--- src/rtl/dheap_pkg.sv ---
package dheap_pkg;

  localparam int CAPACITY  = 1024;
  localparam int MAX_ARITY = 8;

  localparam int DATA_W  = 32;
  localparam int CFG_W   = 4;
  localparam int IDX_W   = $clog2(CAPACITY);
  localparam int CNT_W   = $clog2(CAPACITY + 1);
  localparam int ARITY_W = $clog2(MAX_ARITY + 1);
  localparam int CHILD_W = IDX_W + ARITY_W;

  // Parent index by multiplication with a rounded-up reciprocal of the arity.
  // With the shift at IDX_W plus the bits of the largest arity the quotient is
  // exact for every index below 2**IDX_W.
  localparam int PAR_SH = IDX_W + $clog2(MAX_ARITY);
  localparam int RCP_W  = PAR_SH;
  localparam int PROD_W = IDX_W + RCP_W;

  localparam logic MODE_INSERT = 1'b0;
  localparam logic MODE_DELETE = 1'b1;

  typedef enum logic [1:0] {
    ST_DONE  = 2'd0,
    ST_FULL  = 2'd1,
    ST_EMPTY = 2'd2
  } status_e;

  typedef enum logic [3:0] {
    S_IDLE,
    S_INS_WR,
    S_DEL_RD,
    S_DEL_WR,
    S_UP_PAR,
    S_FAM_P,
    S_FAM_S,
    S_SWAP_A,
    S_SWAP_B,
    S_ROOT_RD,
    S_RESULT
  } state_e;

  typedef logic [RCP_W-1:0] rcp_arr_t [MAX_ARITY+1];

  localparam logic [RCP_W-1:0] RCP_2 = RCP_W'(((1 << PAR_SH) + 1) / 2);
  localparam logic [RCP_W-1:0] RCP_3 = RCP_W'(((1 << PAR_SH) + 2) / 3);
  localparam logic [RCP_W-1:0] RCP_4 = RCP_W'(((1 << PAR_SH) + 3) / 4);
  localparam logic [RCP_W-1:0] RCP_5 = RCP_W'(((1 << PAR_SH) + 4) / 5);
  localparam logic [RCP_W-1:0] RCP_6 = RCP_W'(((1 << PAR_SH) + 5) / 6);
  localparam logic [RCP_W-1:0] RCP_7 = RCP_W'(((1 << PAR_SH) + 6) / 7);
  localparam logic [RCP_W-1:0] RCP_8 = RCP_W'(((1 << PAR_SH) + 7) / 8);

  // Arities below two never reach the table, so their entries are zero.
  localparam rcp_arr_t RCP_TAB = '{'0, '0, RCP_2, RCP_3, RCP_4, RCP_5, RCP_6, RCP_7, RCP_8};

endpackage

--- src/rtl/dheap_idx.sv ---
module dheap_idx
  import dheap_pkg::*;
(
  input  logic [IDX_W-1:0]   idx_i,
  input  logic [IDX_W-1:0]   node_i,
  input  logic [ARITY_W-1:0] arity_i,
  output logic [IDX_W-1:0]   parent_o,
  output logic [CHILD_W-1:0] first_child_o
);

  logic [PROD_W-1:0] prod;

  // Parent of a non-root index: (idx - 1) / arity, done as a reciprocal multiply.
  assign prod = PROD_W'(idx_i - 1'b1) * PROD_W'(RCP_TAB[arity_i]);
  assign parent_o = prod[PAR_SH +: IDX_W];

  assign first_child_o = CHILD_W'(node_i) * CHILD_W'(arity_i) + CHILD_W'(1);

endmodule

--- config.mk ---
export PLATFORM = sky130hd
export DESIGN_NAME = dheap_idx
export DESIGN_NICKNAME = d
export VERILOG_FILES = /design/src/rtl/dheap_pkg.sv /design/src/rtl/dheap_idx.sv
export SDC_FILE = /design/constraint.sdc
export NUM_CORES = 1
export LEC_CHECK = 0
export ABC_AREA = 1
export BUFFER_PORTS_ARGS = -buffer_cell sky130_fd_sc_hd__buf_2
export CELL_PAD_IN_SITES_DETAIL_PLACEMENT = 1
export CELL_PAD_IN_SITES_GLOBAL_PLACEMENT = 1
export CORE_MARGIN = 5
export CORE_UTILIZATION = 47
export DETAILED_ROUTE_END_ITERATION = 12
export GPL_ROUTABILITY_DRIVEN = 0
export PLACE_DENSITY = 0.83
export SLEW_MARGIN = 25
export SYNTH_ARGS = -nofsm -noshare
export SYNTH_HDL_FRONTEND = slang
export SYNTH_SLANG_ARGS = --single-unit
--- constraint.sdc ---
create_clock -name vclk -period 7.8
set_input_delay 0.78 -clock vclk [all_inputs]
set_output_delay 0.78 -clock vclk [all_outputs]
set_load 0.1 [all_outputs]
== Word-level counts from Yosys, hierarchy flattened ==
Memory sizes are Yosys's and may differ from the RTL's.
Index checks and enable logic that the tools add are counted.

* Register bits: 0
* Word-level logic and storage cells: 9
* ROM bits: 208
* Memories: 1
* Input port bits: 24
* Output and inout port bits: 24

* Add/subtract/negate cells: 2
* Muxes and demuxes: 2
* Bitwise gates (word level): 1
* Multipliers: 2
* Magnitude comparators: 1

{| class="wikitable"
|+ Memory list
! name !! words !! bits a word !! rd ports !! clocked after Yosys merged registers in !! wr ports !! RTL line !! RTL
|-
| (name not given) || 16 || 13 || 1 || 0 || 0 || dheap_idx.sv:14 || <nowiki>assign prod = PROD_W'(idx_i - 1'b1) * PROD_W'(RCP_TAB[arity_i]);</nowiki>
|}

{| class="wikitable"
|+ Operators with widths
! cell !! number
|-
| $mux W13 || 2
|-
| $mul A11 B14 Y23 || 1
|-
| $add A14 B1 Y14 const B || 1
|-
| $mul A10 B4 Y14 || 1
|-
| $sub A10 B1 Y11 const B || 1
|-
| $ge A5 B5 Y1 const B || 1
|-
| $not A4 Y5 || 1
|}

== Depth between registers and ports, before layout ==
Gate-level depths: netlist of the first run.

* Word-level depth: 5
* Depth in mapped cells: 32
* Gate-level depth less buffers: 32

== Least setup slack after synthesis of the first run ==
No wires, ideal clock.

* Path type: input to output
* From: input idx_i[0]
* To: output parent_o[1]
* Required time: 7.020 ns
* Buffers on the path: 1
* Cell stages on the path: 24
* Path slack: -0.143 ns
* Arrival time: 7.163 ns
* Cells stage by stage: clkbuf_1 > inv_1 > ha_1 > nand3_1 > nor2_1 > or2_2 > nand2_2 > nor2_1 > fa_1 > inv_1 > fa_1 > inv_1 > fa_1 > fa_1 > inv_1 > fa_1 > inv_1 > ha_1 > nand2_1 > nor2_1 > inv_1 > nor3_1 > a21oi_1 > xnor2_1

* Cells in the longest elaborated chain, start to end: 2

{| class="wikitable"
|+ Ends and longest elaborated chain
! item !! RTL line !! RTL
|-
| start: declaration || dheap_idx.sv:4 || <nowiki>input logic [IDX_W-1:0] idx_i,</nowiki>
|-
| $sub A10 B1 Y11 || dheap_idx.sv:14 ||
|-
| $mul A11 B14 Y23 || dheap_idx.sv:14 ||
|-
| end: declaration || dheap_idx.sv:7 || <nowiki>output logic [IDX_W-1:0] parent_o,</nowiki>
|}

Every way passes these cells.

== Final worst setup path of the first run ==
* From: input idx_i[0]
* To: output parent_o[9]

The elaborated chain is that of the path after synthesis.

==> results of run 1 <==
## power breakdown
part           switching (mW)  internal (mW)
registers                   0              0
logic                   0.772          0.253
clock network               0              0
total                   0.772          0.253
## worst min-delay path: cells and delay by family
family                 cells  cell delay [ns]
and+or+nand+nor            1             0.08
buffers and inverters      2             0.41
## path summary, 6_finish.rpt
| check | from | end | slack, ns | cells past startpoint |
|---|---|---|---|---|
| worst min-delay path | node_i[0] | first_child_o[0] | 2.05 | 3 |
| worst max-delay path | idx_i[0] | parent_o[9] | 0.43 | 27 |
## routing by layer
layer	up-vias	wire length [um]
li1	2685	-
met1	2764	8030
met2	146	8750
met3	40	861
met4	0	433
met5	-	0
## kinds of logic (layout without fill, tap and decap cells)
group           Yosys count  count (layout)
simple gates            365             365
buf+inv                 237             282
fa+ha+maj               202             202
xor+xnor                 14              14
compound gates           56              56
## timing repair
item                       CTS  global route
resized for setup            0             2
hold endpoints to repair     0             0
setup endpoints to repair    0             2
## metrics by stage
step                      utilization, %  cells
after floorplan                        -    874
after global placement              51.6   1095
after detailed placement            51.6   1095
after CTS                           51.6   1095
after global routing                51.6   1095
final                               51.6   1095
## cells in the final DEF (no fill, tap or decap), types with 2 or more instances in the layout
| cell | Yosys | routed |
|---|---|---|
| nor4_1 | 2 | 2 |
| o21bai_1 | 3 | 3 |
| a21oi_4 | 4 | 4 |
| inv_1 | 218 | 218 |
| nor2_2 | 3 | 3 |
| xnor2_1 | 5 | 4 |
| o21a_1 | 2 | 2 |
| nand3b_1 | 2 | 2 |
| nor2_1 | 99 | 99 |
| nor3_1 | 3 | 3 |
| buf_2 | 0 | 43 |
| nand4_1 | 7 | 7 |
| nand2_2 | 6 | 6 |
| fa_1 | 113 | 113 |
| a21oi_1 | 31 | 31 |
| buf_4 | 0 | 3 |
| inv_2 | 13 | 13 |
| a21o_1 | 2 | 2 |
| nand2_1 | 203 | 203 |
| ha_1 | 89 | 89 |
| o21ai_0 | 11 | 11 |
| buf_12 | 0 | 3 |
| nand3_1 | 23 | 23 |
| or2_2 | 5 | 5 |
| clkbuf_4 | 0 | 2 |
| xor2_1 | 9 | 9 |
| nor2_4 | 3 | 3 |
## layout make-up
| class | count | area [um2] |
|---|---|---|
| fill | 1777 | 6380 |
| inverter | 231 | 867 |
| multi-input combinational | 637 | 5410 |
| tap | 176 | 220 |
| timing repair buffer | 51 | 313 |
==> results.cfg, run 1 <==
[run_status]
status = completed

[critical_path]
worst-path-max-fanout = 12
path_common_cell = inv_1
startpoint_type = primary input
worst_path_dominant_cell_family = adder cells
crit_path_top_delay_cell = fa_1
critical_path_buf_inv_count = 8
critical_path_class = primary input to primary output
critPathMaxStageDelay_ns = 0.57
critPathRequiredTime_ns = 7.02
critical_path_arrival_ns = 6.59
end_kind = primary output

[sta]
slew_violations = 0
slew_headroom_pct = 60.3
max_slew.worst_pin.slew_ns = 0.590
final.setup.tns_ns = 0
clock.fmax_mhz = 136
hold_violations = 0
fin_crit_sh_pct = 94.5
setup_viol = 0
period_minus_slack_ns = 7.37
fin_hold_ws_ns = 2.05
layout_setup_ws_ns = 0.426
rsz0062_at_grt = no

[layout]
nClkBuffers = 0
areaGrowthSynthToFinish_pct = 8.23
regArea_um2 = 0
drive_gt1_share_pct = 10.0
seq_cell_count = 0
diodes = 0
stdcell_area_mm2 = 0.00681
nets = 1147

[logic_synthesis]
syn-num-nets = 1100
synth_top_area_share_pct = 36.0
synth_cell_types = 36
ys_warn_count = 0
netlist_instances = 874
yosysSeqAreaShare_pct = 0
synth_most_common_cell = inv_1
synthSimpleGateAreaFrac_pct = 24.7
synthTopCellsByArea = fa_1 (36%), ha_1 (18%), inv_1 (13%), nand2_1 (12%), nor2_1 (5.9%)
synth_top_family_by_area = adder cells
synth-compound-area-share_pct = 5.55
synth_area_mm2 = 0.00629
post_synth_fa_ha_maj_area_fraction_pct = 53.6
synthMuxAreaShare_pct = 0
yosysTopAreaCell = fa_1
synth_common_cells = inv_1 (218), nand2_1 (203), fa_1 (113)
syn_avg_cell_area_um2 = 7.20
synthXorXnorAreaFrac_pct = 1.95

[route]
vias_per_cell = 5.15
initialDrtViolationCount = 296
ant_nets = 0
dr.pass1.iters = 4
route.detailed.drc = 0
wl_mm = 18.1
wire_per_inst_um = 16.5
num_vias = 5635

[global_routing]
grt_first_pass_wirelength_mm = 31.0
gr-total-overflow = 0
antenna_found_initial = 0
grt_util_met3_pct = 1.91
grt_pass1_vias = 6276
grt_use_met2_pct = 40.1
gr-usage-met1_pct = 33.3
busiest_layer = met2
grt_usage_pct = 23.7
grt_max_degree = 15

[worst_hold_path]
hp-class = primary input to primary output

[place]
io_buffers = 48
dpl_cell_area_mm2 = 0.00681
post-place-ws_ns = 0.295
dp_hpwl_mm = 16.4

[flow_run]
cap_violations = 0

[power]
p_total_mw = 1.02
cellPowerDensity_mw_per_mm2 = 150
leakagePower_nw = 3.98
ir_worst_vdd_v = 0.000317

[die]
ios = 48
dieWidth_um = 126
die_y_um = 126
row_count = 42
placeableCoreArea_mm2 = 0.0132
start_util_pct = 47.7
die_area_mm2 = 0.0158

[clock_network]
holdBufCountCts = 0
post-cts-setup-buffers = 0
Note: power is estimated with default switching activity, not from simulation.
==> run 2: changes to the inputs <==
--- a/config.mk
+++ b/config.mk
@@ -9,2 +9,3 @@
 export BUFFER_PORTS_ARGS = -buffer_cell sky130_fd_sc_hd__buf_2
+export CAP_MARGIN = 20
 export CELL_PAD_IN_SITES_DETAIL_PLACEMENT = 1
==> constraint.sdc (replaced) <==
create_clock -name vclk -period 7.8
set_input_delay 1.17 -clock vclk [all_inputs]
set_output_delay 1.17 -clock vclk [all_outputs]
set_load 0.1 [all_outputs]
==> run 2 against run 1 <==
Effect of this change: global-route usage increased by 1.0 points; combinational power increased by 26%; wire length increased by 21%; critical endpoint unchanged; setup slack got worse by 0.29 ns; worst hold slack improved by 0.77 ns; non-clock buffer count increased by 39; critical path depth increased by 1; die area unchanged; design area increased by 11%.
==> results.cfg, run 2 (synthesized netlist as in run 1, its figures left out) <==
[critical_path]
critical_path_class = primary input to primary output
startpoint_type = primary input
worst-path-max-fanout = 6
worst_path_dominant_cell_family = adder cells
cp.depth = 28
crit_path_top_delay_cell = fa_1
critPathMaxStageDelay_ns = 0.60
critical_path_buf_inv_count = 9
critical_path_arrival_ns = 6.49
critPathRequiredTime_ns = 6.63
end_kind = primary output

[route]
num_vias = 6075
initialDrtViolationCount = 452
wl_mm = 21.8
dr.pass1.iters = 5
wire_per_inst_um = 19.3
ant_nets = 0
vias_per_cell = 5.36
route.detailed.drc = 0

[die]
start_util_pct = 47.7
ios = 48
row_count = 42
die_y_um = 126
placeableCoreArea_mm2 = 0.0132
dieWidth_um = 126
die_area_mm2 = 0.0158

[global_routing]
gr-total-overflow = 0
antenna_found_initial = 0
grt_max_degree = 13
grt_pass1_vias = 6471
grt_usage_pct = 24.7
grt_first_pass_wirelength_mm = 32.2

[sta]
fin_crit_sh_pct = 98.3
setup_viol = 0
hold_violations = 0
slew_violations = 0
final.setup.tns_ns = 0
rsz0062_at_grt = yes
clock.fmax_mhz = 130
fin_hold_ws_ns = 2.83
slew_headroom_pct = 62.3
period_minus_slack_ns = 7.66
layout_setup_ws_ns = 0.136
max_slew.worst_pin.slew_ns = 0.561

[power]
leakagePower_nw = 4.24
ir_worst_vdd_v = 0.000171
cellPowerDensity_mw_per_mm2 = 170

[layout]
areaGrowthSynthToFinish_pct = 20.4
nClkBuffers = 0
final_core_util_pct = 57.5
regArea_um2 = 0
final_common_cell = inv_1
drive_gt1_share_pct = 20.3
diodes = 0
nets = 1186
seq_cell_count = 0
final_cell_mix = inv_1 (207), nand2_1 (188), fa_1 (110)
instances_no_fill = 1134

[worst_hold_path]
hold_path_depth = 3
min_from = node_i[0]
hp-class = primary input to primary output
holdPathEnd = first_child_o[0]

[place]
post-place-cells = 1124
dp_hpwl_mm = 17.4
post-place-ws_ns = -0.112
io_buffers = 48

[run_status]
status = completed

[clock_network]
holdBufCountCts = 0

[flow_run]
cap_violations = 0
-- run 2: cell types whose count changed in the layout (fill, tap and decap cells not counted), sizes merged --
cell | before | now
buf | 49 | 90
clkbuf | 2 | 0
-- run 2: stage by stage --
stage | instance area (um2) | total power [mW]
3_5_place_dp | 7210 | 1.16
6_report | 7580 | 1.29
5_1_grt | 7580 | 1.37
2_1_floorplan | 6380 | 0.836
3_3_place_gp | 7210 | 1.13
4_1_cts | 7220 | 1.17
-- run 2: where the power goes --
group,internal (mW),switching (mW)
Combinational,0.414,0.873
Clock,0,0
Sequential,0,0
Total,0.414,0.873
-- run 2: worst max path at each step --
stage | startpoint | end | slack [ns]
detailed placement | idx_i[0] | parent_o[9] | -0.11
global route | idx_i[1] | parent_o[5] | -0.14
global placement | idx_i[0] | parent_o[9] | 0.10
CTS | idx_i[0] | parent_o[8] | 0.009
floorplan | idx_i[0] | parent_o[1] | -0.04
finish | idx_i[1] | parent_o[9] | 0.14
-- run 2: layer usage --
layer | vias to the layer above | wire length, um | global-route usage, %
met5 | - | 0 | 0
met4 | 0 | 944 | 4.72
met3 | 96 | 1460 | 3.26
met2 | 260 | 10500 | 41.5
met1 | 2957 | 8920 | 34.6
li1 | 2762 | - | -
-- run 2: area by class of cell --
class,count,area (um2)
Multi-Input combinational cell,637,5780
Inverter,231,872
Fill cell,1677,5610
Timing Repair Buffer,90,709
Tap cell,176,220
-- run 2: timing repair --
action / CTS / global route
setup buffers: 0 / 10
gates resized for setup: 3 / 74
setup endpoints to repair: 3 / 10
pin swaps: 0 / 32
-- run 2: worst min-delay path: cells and delay by family --
| family | cells | cell delay [ns] |
|---|---|---|
| buffers and inverters | 2 | 0.41 |
| AND/OR/NAND/NOR | 1 | 0.07 |
